**src/assert_macros.svh**
```systemverilog
// ----------------------------------------------------------------------------
// assert_macros.svh
// Concurrent assertion helpers, compiled out for synthesis.
// ----------------------------------------------------------------------------
`ifndef ASSERT_MACROS_SVH
`define ASSERT_MACROS_SVH

`ifndef SYNTHESIS

// Check a property on every rising edge outside reset.
`define GCKP_ASSERT(lbl, clk, rst_n, prop, msg) \
  lbl: assert property (@(posedge clk) disable iff (!rst_n) prop) else $error(msg);

// Check that an expression is never true outside reset.
`define GCKP_NEVER(lbl, clk, rst_n, expr, msg) \
  lbl: assert property (@(posedge clk) disable iff (!rst_n) !(expr)) else $error(msg);

`else

`define GCKP_ASSERT(lbl, clk, rst_n, prop, msg)
`define GCKP_NEVER(lbl, clk, rst_n, expr, msg)

`endif

`endif

```
**src/gckp_pkg.sv**
```systemverilog
// ----------------------------------------------------------------------------
// gckp_pkg
// Types and character codes shared by the control string parser.
// ----------------------------------------------------------------------------
package gckp_pkg;

  localparam logic [7:0] ChSemi   = 8'h3B;  // ';'
  localparam logic [7:0] ChComma  = 8'h2C;  // ','
  localparam logic [7:0] ChEquals = 8'h3D;  // '='
  localparam logic [7:0] ChPlus   = 8'h2B;  // '+'
  localparam logic [7:0] ChMinus  = 8'h2D;  // '-'
  localparam logic [7:0] ChZero   = 8'h30;  // '0'
  localparam logic [7:0] ChOne    = 8'h31;  // '1'
  localparam logic [7:0] ChNine   = 8'h39;  // '9'
  localparam logic [7:0] ChSpace  = 8'h20;
  localparam logic [7:0] ChTab    = 8'h09;  // first of tab, LF, VT, FF, CR
  localparam logic [7:0] ChCr     = 8'h0D;

  typedef enum logic [1:0] {
    KIND_PAIR    = 2'd0,
    KIND_PAYLOAD = 2'd1,
    KIND_END     = 2'd2
  } kind_e;

  typedef enum logic [1:0] {
    PH_SKIP = 2'd0,   // skipping leading whitespace
    PH_NUM  = 2'd1,   // in sign or digits
    PH_DONE = 2'd2    // number closed
  } phase_e;

  typedef struct packed {
    phase_e      phase;
    logic        minus;
    logic [31:0] acc;
    logic [7:0]  first;
    logic [1:0]  len;      // saturates at 2
  } value_t;

  typedef struct packed {
    logic        in_payload;
    logic [7:0]  key;
    logic        started;
    logic        equals;
    value_t      value;
  } parse_t;

  typedef struct packed {
    kind_e       kind;
    logic [7:0]  key_char;
    logic [31:0] magnitude;
    logic        is_negative;
    logic [7:0]  first_value_char;
    logic        value_empty;
    logic        value_is_one;
    logic [7:0]  payload_byte;
    logic        last;
  } result_t;

endpackage

```
**src/gckp_value.sv**
```systemverilog
// ----------------------------------------------------------------------------
// gckp_value
// Folds one value byte into the running atoi-style decode.
// ----------------------------------------------------------------------------
module gckp_value (
  input  gckp_pkg::value_t  val_i,
  input  logic [7:0]        byte_i,
  output gckp_pkg::value_t  val_o
);

  logic        is_digit;
  logic        is_blank;
  logic        is_sign;
  logic [35:0] prod;

  assign is_digit = (byte_i >= gckp_pkg::ChZero) && (byte_i <= gckp_pkg::ChNine);
  assign is_blank = (byte_i == gckp_pkg::ChSpace) ||
                    ((byte_i >= gckp_pkg::ChTab) && (byte_i <= gckp_pkg::ChCr));
  assign is_sign  = (byte_i == gckp_pkg::ChPlus) || (byte_i == gckp_pkg::ChMinus);

  // acc * 10 + digit as two shifts and adds
  assign prod = {1'b0, val_i.acc, 3'b000} + {3'b000, val_i.acc, 1'b0}
              + {32'd0, byte_i[3:0] - gckp_pkg::ChZero[3:0]};

  always_comb begin
    val_o = val_i;
    if (val_i.len == 2'd0) begin
      val_o.first = byte_i;
    end
    if (val_i.len != 2'd2) begin
      val_o.len = val_i.len + 2'd1;
    end
    if (val_i.phase != gckp_pkg::PH_DONE) begin
      if (is_digit) begin
        // saturate at all ones
        val_o.acc   = (prod[35:32] != 4'd0) ? 32'hFFFF_FFFF : prod[31:0];
        val_o.phase = gckp_pkg::PH_NUM;
      end else if ((val_i.phase == gckp_pkg::PH_SKIP) && is_blank) begin
        val_o.phase = gckp_pkg::PH_SKIP;
      end else if ((val_i.phase == gckp_pkg::PH_SKIP) && is_sign) begin
        val_o.minus = (byte_i == gckp_pkg::ChMinus);
        val_o.phase = gckp_pkg::PH_NUM;
      end else begin
        val_o.phase = gckp_pkg::PH_DONE;
      end
    end
  end

endmodule

```
**src/gckp_step.sv**
```systemverilog
// ----------------------------------------------------------------------------
// gckp_step
// Next parse state and result for one byte of the control string.
// ----------------------------------------------------------------------------
module gckp_step (
  input  gckp_pkg::parse_t   st_i,
  input  logic [7:0]         byte_i,
  input  logic               last_i,
  output gckp_pkg::parse_t   st_o,
  output logic               fire_o,
  output gckp_pkg::result_t  res_o
);

  gckp_pkg::value_t val_next;
  gckp_pkg::parse_t upd;
  logic             finish;
  logic             key_ok;
  logic             report;

  gckp_value u_value (
    .val_i  (st_i.value),
    .byte_i (byte_i),
    .val_o  (val_next)
  );

  always_comb begin
    case (upd.key)
      8'h61, 8'h66, 8'h74, 8'h69, 8'h70, 8'h73, 8'h76,
      8'h63, 8'h72, 8'h7A, 8'h6D, 8'h43, 8'h71, 8'h64: key_ok = 1'b1;
      default:                                         key_ok = 1'b0;
    endcase
  end

  // Advance the pair state for one byte and flag when the current pair finishes
  always_comb begin
    upd    = st_i;
    finish = 1'b0;
    if (st_i.in_payload) begin
      finish = 1'b0;
    end else if (byte_i == gckp_pkg::ChSemi) begin
      finish         = 1'b1;
      upd.in_payload = 1'b1;
    end else if (byte_i == gckp_pkg::ChComma) begin
      finish = 1'b1;
    end else begin
      if (!st_i.started) begin
        upd.key     = byte_i;
        upd.started = 1'b1;
      end else if (!st_i.equals) begin
        upd.equals = (byte_i == gckp_pkg::ChEquals);
      end else begin
        upd.value = val_next;
      end
      finish = last_i;
    end
  end

  assign report = finish && upd.started && upd.equals && key_ok;

  always_comb begin
    st_o   = upd;
    res_o  = '0;
    fire_o = 1'b0;
    if (st_i.in_payload) begin
      res_o.kind         = gckp_pkg::KIND_PAYLOAD;
      res_o.payload_byte = byte_i;
      fire_o             = 1'b1;
    end else if (report) begin
      res_o.kind             = gckp_pkg::KIND_PAIR;
      res_o.key_char         = upd.key;
      res_o.magnitude        = upd.value.acc;
      res_o.is_negative      = upd.value.minus;
      res_o.first_value_char = upd.value.first;
      res_o.value_empty      = (upd.value.len == 2'd0);
      res_o.value_is_one     = (upd.value.len == 2'd1) &&
                               (upd.value.first == gckp_pkg::ChOne);
      fire_o                 = 1'b1;
    end
    if (finish) begin
      st_o            = '0;
      st_o.in_payload = upd.in_payload;
    end
    if (last_i) begin
      if (!fire_o) begin
        res_o.kind = gckp_pkg::KIND_END;
      end
      res_o.last = 1'b1;
      fire_o     = 1'b1;
      st_o       = '0;
    end
  end

endmodule

```
**src/graphics_command_kv_parser_top.sv**
```systemverilog
// ----------------------------------------------------------------------------
// graphics_command_kv_parser_top
// Byte-serial key=value parser for graphics control strings.
// ----------------------------------------------------------------------------
// Feed the control string one byte per request, with in_last_i on its final
// byte. Before the first ';' the parser splits comma-separated pairs and
// emits one kind_o = pair result for each completed pair whose key is a
// recognized letter and whose value follows an '=' that is not the first
// byte; bytes after the ';' come out one per result as payload. The final
// byte always yields a result with out_last_o set (an end marker if nothing
// else is due), and the parser then starts fresh. Throughput is one byte per
// clock while the result side does not stall: a byte waits in an input
// register, and the decode (pair tracking and a multiply-by-ten accumulate)
// writes the result register. A result shows on out_valid_o once its byte has
// passed the input register and then the result register. When both
// registers are full, in_ready_o follows out_ready_i combinationally, so
// a full pipe stalls as one unit.
// ----------------------------------------------------------------------------
`include "assert_macros.svh"

module graphics_command_kv_parser_top (
  input  logic        clk_i,
  input  logic        rst_ni,
  input  logic        in_valid_i,
  output logic        in_ready_o,
  input  logic [7:0]  in_byte_i,
  input  logic        in_last_i,
  output logic        out_valid_o,
  input  logic        out_ready_i,
  output logic [1:0]  kind_o,
  output logic [7:0]  key_char_o,
  output logic [31:0] magnitude_o,
  output logic        is_negative_o,
  output logic [7:0]  first_value_char_o,
  output logic        value_empty_o,
  output logic        value_is_one_o,
  output logic [7:0]  payload_byte_o,
  output logic        out_last_o
);

  // Input register
  logic              in_vld_q;
  logic [7:0]        in_byte_q;
  logic              in_last_q;

  // Parse state and result register
  gckp_pkg::parse_t  st_q, st_d;
  gckp_pkg::result_t res_q, res_d;
  logic              out_vld_q;
  logic              fire;

  logic              advance;   // result register free this cycle
  logic              process;   // byte in the input register is decoded

  assign advance    = !out_vld_q || out_ready_i;
  assign process    = in_vld_q && advance;
  assign in_ready_o = !in_vld_q || advance;

  // Hold the accepted byte until the decode stage can take it
  always_ff @(posedge clk_i or negedge rst_ni) begin
    if (!rst_ni) begin
      in_vld_q <= 1'b0;
    end else if (in_ready_o) begin
      in_vld_q <= in_valid_i;
    end
  end

  always_ff @(posedge clk_i) begin
    if (in_ready_o && in_valid_i) begin
      in_byte_q <= in_byte_i;
      in_last_q <= in_last_i;
    end
  end

  gckp_step u_step (
    .st_i   (st_q),
    .byte_i (in_byte_q),
    .last_i (in_last_q),
    .st_o   (st_d),
    .fire_o (fire),
    .res_o  (res_d)
  );

  // Advance the parse state only on a decoded byte
  always_ff @(posedge clk_i or negedge rst_ni) begin
    if (!rst_ni) begin
      st_q      <= '0;
      out_vld_q <= 1'b0;
    end else if (advance) begin
      out_vld_q <= process && fire;
      if (process) begin
        st_q <= st_d;
      end
    end
  end

  always_ff @(posedge clk_i) begin
    if (process && fire) begin
      res_q <= res_d;
    end
  end

  assign out_valid_o        = out_vld_q;
  assign kind_o             = res_q.kind;
  assign key_char_o         = res_q.key_char;
  assign magnitude_o        = res_q.magnitude;
  assign is_negative_o      = res_q.is_negative;
  assign first_value_char_o = res_q.first_value_char;
  assign value_empty_o      = res_q.value_empty;
  assign value_is_one_o     = res_q.value_is_one;
  assign payload_byte_o     = res_q.payload_byte;
  assign out_last_o         = res_q.last;

  // Payload mode ends only after the final byte of a string is decoded
  `GCKP_ASSERT(a_payload_exit, clk_i, rst_ni, $fell(st_q.in_payload) |-> $past(process && in_last_q), "payload mode left without a final byte")
  // A stalled input register keeps its byte
  `GCKP_ASSERT(a_in_hold, clk_i, rst_ni, (in_vld_q && !advance) |=> in_vld_q, "input byte dropped while stalled")
  // Value length counter saturates at two
  `GCKP_NEVER(a_len_sat, clk_i, rst_ni, st_q.value.len == 2'd3, "value length counter overflow")

endmodule

```
**config.mk**
```make
export PLATFORM = sky130hd
export DESIGN_NAME = graphics_command_kv_parser_top
export DESIGN_NICKNAME = d
export VERILOG_FILES = /design/src/gckp_pkg.sv /design/src/gckp_value.sv /design/src/gckp_step.sv /design/src/graphics_command_kv_parser_top.sv
export VERILOG_INCLUDE_DIRS = /design/src /design/src/src
export SDC_FILE = /design/constraint.sdc
export NUM_CORES = 1
export LEC_CHECK = 0
export BUFFER_PORTS_ARGS = -buffer_cell sky130_fd_sc_hd__buf_2
export CORE_MARGIN = 8
export CORE_UTILIZATION = 35
export DETAILED_ROUTE_END_ITERATION = 12
export GPL_TIMING_DRIVEN = 1
export HOLD_SLACK_MARGIN = 0.15
export REMOVE_ABC_BUFFERS = 1
export SYNTH_ARGS = -nofsm -noshare
export SYNTH_HDL_FRONTEND = slang
export SYNTH_HIERARCHICAL = 1
export SYNTH_SLANG_ARGS = --single-unit
```
**constraint.sdc**
```tcl
create_clock -name clk_i -period 10.2 [get_ports clk_i]
set_clock_uncertainty 0.05 [all_clocks]
set_input_delay 0 -clock clk_i [delete_from_list [all_inputs] [get_ports clk_i]]
set_output_delay 0 -clock clk_i [all_outputs]
set_load 0.05 [all_outputs]
```
==> results of run 1 <==
==> final cells by class <==
class | instances | area, sq um
clock buffers | 18 | 429.2
fillers | 2507 | 15420
clock inverters | 14 | 178.9
multi-input cells | 652 | 5090
well taps | 335 | 419.2
inverters | 21 | 78.83
repair buffers | 96 | 563.0
flip-flops and latches | 129 | 3583
==> sequential cells by signal, indices dropped and copies added (netlist names) <==
| register | flops |
|---|---|
| out_valid_o | 1 |
| kind_o | 2 |
| in_vld_q | 1 |
| first_value_char_o | 8 |
| value_is_one_o | 1 |
| magnitude_o | 32 |
| is_negative_o | 1 |
| payload_byte_o | 8 |
| in_byte_q | 8 |
| st_q | 56 |
| in_last_q | 1 |
| key_char_o | 8 |
| out_last_o | 1 |
| value_empty_o | 1 |
==> critical path, stage by stage, from the launching register on <==
cell	delay (ns)
edfxtp_1	0.56
inv_1	0.15
fa_1	0.59
inv_1	0.05
ha_1	0.27
a21oi_1	0.08
nand4b_1	0.29
a2111o_1	0.51
a31oi_1	0.33
o21ai_0	0.15
o211ai_1	0.12
a2111o_1	0.95
o22a_1	0.28
mux2i_1	0.09
nor3_1	0.35
==> how the worst min path moves through the flow <==
stage                                   endpoint  cells past startpoint  slack (ns)    startpoint
after global placement    in_byte_q[6]$_DFFE_PP_                      1        0.13  in_byte_i[6]
after detailed placement     in_last_q$_DFFE_PP_                      1        0.13     in_last_i
final                       st_q[53]$_DFFE_PN0P_                      3        0.26        rst_ni
after global routing      in_byte_q[6]$_DFFE_PP_                      2        0.26  in_byte_i[6]
after floorplan             in_vld_q$_DFFE_PN0P_                      0       -0.35        rst_ni
after CTS                    in_last_q$_DFFE_PP_                      2        0.21     in_last_i
==> where the power goes <==
group	total [mW]	leakage, nW	internal (mW)	switching, mW
Clock	0.642	0.300	0.389	0.253
Combinational	0.165	2.64	0.0511	0.113
Sequential	0.594	1.48	0.574	0.0198
Total	1.40	4.42	1.01	0.386
==> cell usage in the layout (no fill, tap or decap), types with 4 or more instances in the layout <==
| cell | count |
|---|---|
| nor2_1 | 92 |
| buf_2 | 76 |
| edfxtp_1 | 71 |
| ha_1 | 64 |
| dfrtp_1 | 58 |
| nor3_1 | 51 |
| mux2i_1 | 50 |
| a21oi_1 | 46 |
| nand2_1 | 40 |
| mux2_4 | 40 |
| o22a_1 | 32 |
| mux2_2 | 24 |
| inv_1 | 21 |
| xnor2_1 | 20 |
| clkbuf_16 | 17 |
| o21ai_0 | 16 |
| nand3_1 | 14 |
| dlygate4sd3_1 | 13 |
| and2_1 | 12 |
| a21o_1 | 9 |
| xor2_1 | 9 |
| nor2b_1 | 8 |
| nand4_1 | 8 |
| buf_4 | 7 |
| o211ai_1 | 7 |
| and3_1 | 6 |
| o21a_1 | 6 |
| nand2b_1 | 5 |
| inv_6 | 5 |
| o21ai_1 | 5 |
| a31oi_1 | 5 |
| clkinv_4 | 4 |
| a2111oi_0 | 4 |
| nor4b_1 | 4 |
| o21bai_1 | 4 |
| a211o_1 | 4 |
| a2111o_1 | 4 |
==> repair_timing <==
action	4_1_cts	5_1_grt
hold buffers	13	0
setup endpoints to repair	0	0
buffers inserted	0	0
hold endpoints to repair	78	0
==> synth_stat cells (all sizes together) (12+ instances only) <==
master / count / share of area
mux2i: 50 / 0.055
edfxtp: 71 / 0.23
clkbuf: 26 / 0.011
o22a: 32 / 0.031
inv: 21 / 0.0087
xnor2: 20 / 0.019
dfrtp: 58 / 0.16
nand3: 14 / 0.0077
and2: 12 / 0.0082
a21oi: 48 / 0.027
nor2: 94 / 0.039
nor3: 51 / 0.028
o21ai: 22 / 0.013
buf: 33 / 0.032
mux2: 65 / 0.097
nand2: 41 / 0.017
ha: 64 / 0.088
==> cell families (layout without fill, tap and decap cells) <==
logic type      Yosys count  count (layout)  share of synthesized area
simple gates            269             269                     0.1475
compound gates          172             172                     0.1349
flops                   129             129                     0.3937
mux                     115             115                     0.1519
buf+inv                  80             149                    0.05128
fa+ha+maj                66              66                    0.09238
xor+xnor                 29              29                    0.02791
other cells               1               1                  0.0004120
==> layer usage <==
metal  vias up  global-route usage  share of wire
met1      3292              0.1865           0.46
met5         -                   0              0
met4         0             0.04238          0.016
met3        22             0.02688          0.033
li1       3321                   -              -
met2       109              0.2505           0.49
==> reports/results.ini, run 1 <==
[clocking]
numCtsBuffers=17
root_buffer=clkbuf_16
cts.sinks=129
tritoncts=built
htree_levels=4
cts_resized=0
insertion_delay_ns=0.42
clk_path_buf_depth=2
clk_pin_slew_ns=0.06

[final_layout]
final_core_util=0.4014
syn_to_final_growth_pct=13.64
final_cells=1265
drive_above_1_share=0.2129
final_area_sq_um=10340
fin_nets=996
diodes=0

[critical_path]
crit_path_max_fanout=32
criticalPathCategory=reg -> reg
start_kind=flip-flop
r2r-start=in_byte_q[3]$_DFFE_PP_
cp.arrival_ns=5.21
crit_end=magnitude_o[23]$_DFFE_PP_
required_ns=10.33
rr_worst_depth=14
end_kind=flip-flop
crit-reg2reg-capture=magnitude_o[23]$_DFFE_PP_
cp-startpoint=in_byte_q[3]$_DFFE_PP_
rrSetupSlack_ns=5.12

[timing]
slew_headroom=0.2249
finalCriticalPeriod_ns=5.083
setup_viol=0
finalSetupTns_ns=0
finalCritPeriodShare=0.4983
maxSlewViolCount=0
finalHoldViolations=0
holdWs_ns=0.2553
worst_pin_slew_ns=1.163
grt_setup_unrepaired=no
setup_ws_ns=5.117
fmax_ghz=0.1967

[placed_design]
dp.final_hpwl_mm=14.98
numPortBuffers=76
dpl.cell_count=1220
dpl_cell_area_sq_um=9604
gp_congestion=0.8510
dpl_worst_slack_ns=5.152

[synthesis]
ys_seq_area_frac=0.3937
synth_cells=861
synth_area_sq_um=9101
ys_ff_latch=129
avgSynthCellArea_sq_um=10.57
ys_async_sr_fraction=0.4496
synth_edf_count=71
synth_cell_types=78
ys.warnings.count=6
ys.flop_type=edfxtp_1

[routing]
wire_per_inst_microns=17.83
routed_wl_mm=22.55
avgViaCountPerCell=5.331
drtPass1Iterations=4
vias=6744
ant_nets=0
first_iter_violations=385
drc=0

[power_and_ir_drop]
p_per_area_nw_per_um2=135.4
ir_worst_vdd_uv=104.1
power_mw=1.400
total_leakage_power_nw=4.421

[grt]
grt_antenna_before_repair=0
grt_max_degree=59
gr-total-overflow=0
grt_pass1_vias=7035
grt_use_total=0.1468
grt_first_pass_wirelength_mm=37.44

[floorplan]
start_util=0.3533
die_area_sq_um=31420
fp.dieW_microns=177.3
core_area_sq_um=25760
num_rows=59
die_h_microns=177.3
io-pin-count=77

[job]
cap_viol_max_count=0

[worst_hold_path]
hold_path_class=in -> async

[run_status]
status=completed

No activity file was read; power rests on OpenSTA's default activity.
==> run 2, diff against run 1 <==
Clock period 10.2 ns to 4.08 ns, I/O delays scaled along.
==> run 2 against run 1 <==
Routed wire length grew 5.0%. Power grew 140%. Count of clock-buffer cells in the layout increased by 1. Non-clock buffer count rose by 47. Final cell count increased by 3.7%. Sequential power rose by 150%. Critical path type unchanged. Highest routed layer unchanged.
==> reports/results.ini, run 2 (synthesis gave the netlist of run 1 again) <==
[run_status]
status=completed

[routing]
drtPass1Iterations=4  ; unchanged
drc=0  ; unchanged
met2WireLength_mm=11.72  ; +6.1%
routed_wl_mm=23.67  ; +5.0%
vias=7082  ; +5.0%
wire_per_inst_microns=18.04  ; +1.2%
top_layer_used=met4
ant_nets=0  ; unchanged
wl_met1_mm=10.73  ; +3.2%
first_iter_violations=393  ; +2.1%
wl_met3_microns=822  ; +9.0%
avgViaCountPerCell=5.398  ; +1.3%

[timing]
grt_setup_unrepaired=yes
maxSlewViolCount=0  ; unchanged
finalCriticalPeriod_ns=4.047  ; -1.036 ns
finalHoldViolations=0  ; unchanged
fmax_ghz=0.2471  ; +26%
worst_pin_slew_ns=1.081  ; -0.08117 ns
finalCritPeriodShare=0.9920  ; +0.4937
setup_viol=0  ; unchanged
slew_headroom=0.2790  ; +0.05412
holdWs_ns=0.1910  ; -0.06427 ns

[clocking]
numCtsBuffers=17  ; unchanged
cts.sinks=129  ; unchanged
clk_pin_slew_ns=0.07  ; about the same
root_buffer=clkbuf_16
htree_levels=4  ; unchanged
insertion_delay_ns=0.43  ; about the same
tritoncts=built
clk_path_buf_depth=2  ; unchanged

[placed_design]
gp_congestion=0.8811  ; +3.5%
dp.final_hpwl_mm=15.67  ; +4.6%
dpl_cell_area_sq_um=9892  ; +3.0%
numPortBuffers=76  ; unchanged
dpl.cell_count=1255  ; +2.9%

[final_layout]
final_cell_mix=91 x nor2_1, 76 x buf_2, 71 x edfxtp_1
n_fill_cell=2472  ; -1.4%
largest_register=st_q
final_area_sq_um=10860  ; +5.0%
layout_commonest_cell=nor2_1
multi_input_area_sq_um=5260  ; +3.3%
syn_to_final_growth_pct=19.37
drive_above_1_share=0.2835  ; +0.07062
final_cells=1312  ; +3.7%
largest_reg_flops=56  ; unchanged
final_core_util=0.4217  ; +0.02025
regArea_sq_um=3585  ; about the same
diodes=0  ; unchanged
fin_nets=1043  ; +4.7%

[critical_path]
cp.arrival_ns=4.30  ; -0.91 ns
criticalPathCategory=reg -> reg
end_kind=flip-flop
crit_path_max_fanout=17  ; -47%
start_kind=flip-flop
required_ns=4.33  ; -6.00 ns

[power_and_ir_drop]
ir_worst_vdd_uv=267.7  ; +160%
total_leakage_power_nw=4.633  ; +4.8%
power_mw=3.401  ; +140%
p_per_area_nw_per_um2=313.1  ; +130%

[grt]
grt_antenna_before_repair=0  ; unchanged
grt_use_total=0.1507  ; +0.003828
gr-total-overflow=0  ; unchanged
grt_max_degree=57  ; -3.4%
grt_pass1_vias=7185  ; +2.1%
grt_first_pass_wirelength_mm=38.12  ; +1.8%

[floorplan]
die_h_microns=177.3  ; unchanged
fp.dieW_microns=177.3  ; unchanged
core_area_sq_um=25760  ; unchanged
num_rows=59  ; unchanged
start_util=0.3533  ; unchanged
io-pin-count=77  ; unchanged
die_area_sq_um=31420  ; unchanged

[worst_hold_path]
hold_path_class=in -> async

[job]
cap_viol_max_count=0  ; unchanged

run 2: changes by cell type in the layout (fill, tap and decap cells not counted), moves of 3 or more:
cell,change
clkinvlp_4,+4
buf_12,+3
a21oi_2,+6
buf_4,+42
ha_1,-3
mux2i_2,+7
a21oi_1,-7
mux2i_1,-7
run 2: timing repair:
action,4_1_cts,5_1_grt
resized for setup,7,38
gates cloned,0,0
endpoints found under the setup margin,25,64
buffers inserted,1,10
hold buffers,14,0
pin swaps,2,10
hold endpoints to repair,78,0
run 2: final timing paths:
| path | cells past startpoint | endpoint | startpoint | slack [ns] |
|---|---|---|---|---|
| setup / recovery | 14 | st_q[12]$_DFFE_PN0P_ | st_q[30]$_DFFE_PN0P_ | 0.03 |
| hold / removal | 3 | st_q[9]$_DFFE_PN0P_ | rst_ni | 0.19 |
| setup reg to reg | 14 | st_q[12]$_DFFE_PN0P_ | st_q[30]$_DFFE_PN0P_ | 0.03 |
| hold reg to reg | 1 | st_q[45]$_DFFE_PN0P_ | st_q[45]$_DFFE_PN0P_ | 0.49 |
| max in group asynchronous | 3 | st_q[46]$_DFFE_PN0P_ | rst_ni | 3.02 |
| min in group clk_i | 2 | in_byte_q[6]$_DFFE_PP_ | in_byte_i[6] | 0.23 |
run 2: final cells by class:
| class | instances | area share |
|---|---|---|
| flip-flops and latches | 129 | 0.3300 |
| well taps | 335 | 0.03858 |
| repair buffers | 143 | 0.08833 |
| clock inverters | 13 | 0.01186 |
| clock buffers | 19 | 0.03985 |
| multi-input cells | 652 | 0.4842 |
| inverters | 21 | 0.007256 |
run 2: critical path, stage by stage (launching register included):
cell      delay (ns)
dfrtp_1         0.39
buf_4           0.15
ha_1            0.27
ha_1            0.24
a211o_1         0.32
o41a_1          0.45
a2111o_1        0.40
nor2_1          0.13
xnor2_1         0.08
a2111o_1        0.47
buf_12          0.19
o22a_1          0.19
mux2i_1         0.23
nor2_1          0.08
mux2_4          0.26
run 2: per-stage QoR:
| step | setup WS [ns] | TNS [ns] |
|---|---|---|
| after global placement | 0.02839 | 0 |
| after detailed placement | -0.03195 | -0.1747 |
| after floorplan | -1.238 | -83.89 |
| after CTS | 0.01120 | 0 |
| after global routing | -0.07343 | -1.388 |
| final | 0.03262 | 0 |
run 2: metal layers:
layer,GRT usage,vias to the layer above
li1,-,3411
met1,0.1858,3526
met2,0.2568,116
met3,0.02923,29
met4,0.05592,0
met5,0,-
run 2: power breakdown:
part / switching (mW) / internal (mW) / total (mW) / leakage [nW]
combinational: 0.293 / 0.137 / 0.430 / 2.89
sequential: 0.0427 / 1.43 / 1.48 / 1.48
clock: 0.645 / 0.850 / 1.49 / 0.263
total: 0.981 / 2.42 / 3.40 / 4.63
==> run 3, diff against run 2 <==
Settings changed: CTS_BUF_LIST from default to sky130_fd_sc_hd__clkbuf_8 sky130_fd_sc_hd__clkbuf_16.
==> run 3 against run 2 <==
Sequential cell count is the same. Cell area is the same. Register-to-register slack improved by 0.02 ns. Combinational power is essentially flat. Non-clock buffer count stayed put. Die area stayed put. Critical path type unchanged. Largest cell class unchanged. Highest routed layer unchanged.
==> reports/results.ini, run 3 (synthesis gave the netlist of run 1 again) <==
[timing]
fmax_ghz=0.2482  ; +0.45%
worst_pin_slew_ns=1.080  ; -0.001334 ns
finalCriticalPeriod_ns=4.029  ; -0.01805 ns
maxSlewViolCount=0  ; unchanged
finalCritPeriodShare=0.9876  ; -0.004424
slew_headroom=0.2799  ; +0.0008890
setup_viol=0  ; unchanged
setup_ws_ns=0.05067  ; +0.01805 ns
grt_setup_unrepaired=yes
finalHoldViolations=0  ; unchanged

[critical_path]
cp_num_buf_inv=2  ; unchanged
start_kind=flip-flop
worstPathCellList=buf_4 > ha_1 > ha_1 > a211o_1 > o41a_1 > a2111o_1 > nor2_1 > xnor2_1 > a2111o_1 > buf_12 > o22a_1 > mux2i_2 > nor2_1 > mux2_4
rrSetupSlack_ns=0.05  ; +0.02 ns
crit_path_max_incr_delay_ns=0.47  ; about the same
end_kind=flip-flop
cp_top_family=compound AO/OA/AOI/OAI gates
critPathSlowestCell=a2111o_1
crit-reg2reg-capture=st_q[10]$_DFFE_PN0P_
rr_worst_depth=14  ; unchanged
required_ns=4.33  ; about the same
criticalPathCategory=reg -> reg
crit_path_max_fanout=17  ; unchanged
cp.arrival_ns=4.28  ; -0.02 ns
r2r-start=st_q[30]$_DFFE_PN0P_

[final_layout]
multi_input_area_sq_um=5260  ; unchanged
layout_commonest_cell=nor2_1
largest_reg_flops=56  ; unchanged
largest_register=st_q
syn_to_final_growth_pct=19.37  ; unchanged
final_core_util=0.4217  ; unchanged
drive_above_1_share=0.2835  ; unchanged
fin_nets=1043  ; unchanged
regArea_sq_um=3585  ; unchanged
n_fill_cell=2472  ; unchanged
final_cell_mix=91 x nor2_1, 76 x buf_2, 71 x edfxtp_1
diodes=0  ; unchanged

[placed_design]
gp_congestion=0.8811  ; unchanged
dpl_worst_slack_ns=-0.03195  ; unchanged
numPortBuffers=76  ; unchanged
dp.final_hpwl_mm=15.67  ; unchanged

[floorplan]
start_util=0.3533  ; unchanged
num_rows=59  ; unchanged
core_area_sq_um=25760  ; unchanged
die_area_sq_um=31420  ; unchanged
fp.dieW_microns=177.3  ; unchanged
io-pin-count=77  ; unchanged
die_h_microns=177.3  ; unchanged

[clocking]
numCtsBuffers=17  ; unchanged
tritoncts=built
clk_pin_slew_ns=0.07  ; about the same
root_buffer=clkbuf_16
htree_levels=4  ; unchanged
clk_path_buf_depth=2  ; unchanged
cts.sinks=129  ; unchanged
insertion_delay_ns=0.43  ; about the same

[worst_hold_path]
hold_path_class=in -> async

[power_and_ir_drop]
p_per_area_nw_per_um2=312.5  ; -0.19%
total_leakage_power_nw=4.641  ; +0.18%
ir_worst_vdd_uv=269.0  ; +0.47%

[job]
cap_viol_max_count=0  ; unchanged

[grt]
grt_antenna_before_repair=0  ; unchanged
grt_first_pass_wirelength_mm=38.12  ; unchanged
gr-total-overflow=0  ; unchanged
grt_max_degree=57  ; unchanged
grtUsageMet1=0.1858  ; unchanged
use_met2=0.2568  ; unchanged
grt_pass1_vias=7185  ; unchanged
grt_use_total=0.1507  ; unchanged
gr-usage-met3=0.02923  ; unchanged
busiest_layer=met2

[routing]
wire_per_inst_microns=18.04  ; about the same
vias=7076  ; -0.085%
routed_wl_mm=23.66  ; about the same
avgViaCountPerCell=5.393  ; about the same
first_iter_violations=404  ; +2.8%
ant_nets=0  ; unchanged
drc=0  ; unchanged
drtPass1Iterations=4  ; unchanged

[run_status]
status=completed

## run 3: cell types whose count changed in the layout (fill, tap and decap cells not counted), sizes merged
cell	before	now
clkbuf	19	17
inv	26	28
## run 3: per-layer routing
metal  vias to the layer above  part of all wire  routed length (microns)
li1                       3415                 -                        -
met1                      3514              0.45                    10620
met2                       119              0.49                    11700
met3                        28             0.040                      941
met4                         0             0.017                      403
met5                         -                 0                        0
## run 3: area by class of cell
type | instances | share of cell area
Multi-Input combinational cell | 652 | 0.4842
Sequential cell | 129 | 0.3300
Timing Repair Buffer | 143 | 0.08833
Clock buffer | 17 | 0.03916
Tap cell | 335 | 0.03858
Clock inverter | 15 | 0.01255
Inverter | 21 | 0.007256
## run 3: worst register-to-register path, cell delays in order, from the launching register on
cell and delay [ns]:
dfrtp_1 0.39, buf_4 0.15, ha_1 0.27, ha_1 0.24, a211o_1 0.32, o41a_1 0.45, a2111o_1 0.40, nor2_1 0.13
xnor2_1 0.08, a2111o_1 0.47, buf_12 0.19, o22a_1 0.19, mux2i_2 0.20, nor2_1 0.07, mux2_4 0.28
## run 3: worst max path at each step
stage	from	end	slack (ns)	cells past startpoint
finish	st_q[30]$_DFFE_PN0P_	st_q[10]$_DFFE_PN0P_	0.05	14
global route	st_q[32]$_DFFE_PN0P_	st_q[36]$_DFFE_PN0P_	-0.07	15
CTS	in_byte_q[3]$_DFFE_PP_	st_q[33]$_DFFE_PN0P_	0.01	16
detailed placement	in_byte_q[2]$_DFFE_PP_	st_q[33]$_DFFE_PN0P_	-0.03	16
global placement	in_byte_q[3]$_DFFE_PP_	st_q[17]$_DFFE_PN0P_	0.03	16
floorplan	in_byte_q[1]$_DFFE_PP_	first_value_char_o[0]$_DFFE_PP_	-1.24	7
## run 3: stage by stage
| step | power [mW] | hold slack, ns | TNS, ns | instances | instance area, sq um |
|---|---|---|---|---|---|
| finish | 3.395 | 0.1878 | 0 | 1312 | 10860 |
| global route | 3.515 | 0.2380 | -1.388 | 1312 | 10860 |
| CTS | 3.429 | 0.2114 | 0 | 1302 | 10630 |
| detailed placement | 1.920 | -0.1445 | -0.1747 | 1255 | 9892 |
| global placement | 1.918 | -0.1482 | 0 | 1255 | 9892 |
| floorplan | 1.792 | -0.3456 | -83.89 | 802 | 8713 |
## run 3: where the power goes
group | switching (mW) | leakage (nW) | internal (mW) | total [mW]
Combinational | 0.293 | 2.89 | 0.137 | 0.430
Clock | 0.644 | 0.271 | 0.845 | 1.49
Sequential | 0.0425 | 1.48 | 1.43 | 1.48
## run 3: timing repair
| action | in CTS | in global routing |
|---|---|---|
| resized for setup | 7 | 38 |
| buffers inserted | 1 | 10 |
| pin swaps | 2 | 10 |
| setup endpoints to repair | 25 | 64 |
| hold endpoints to repair | 78 | 0 |
| hold buffers | 14 | 0 |
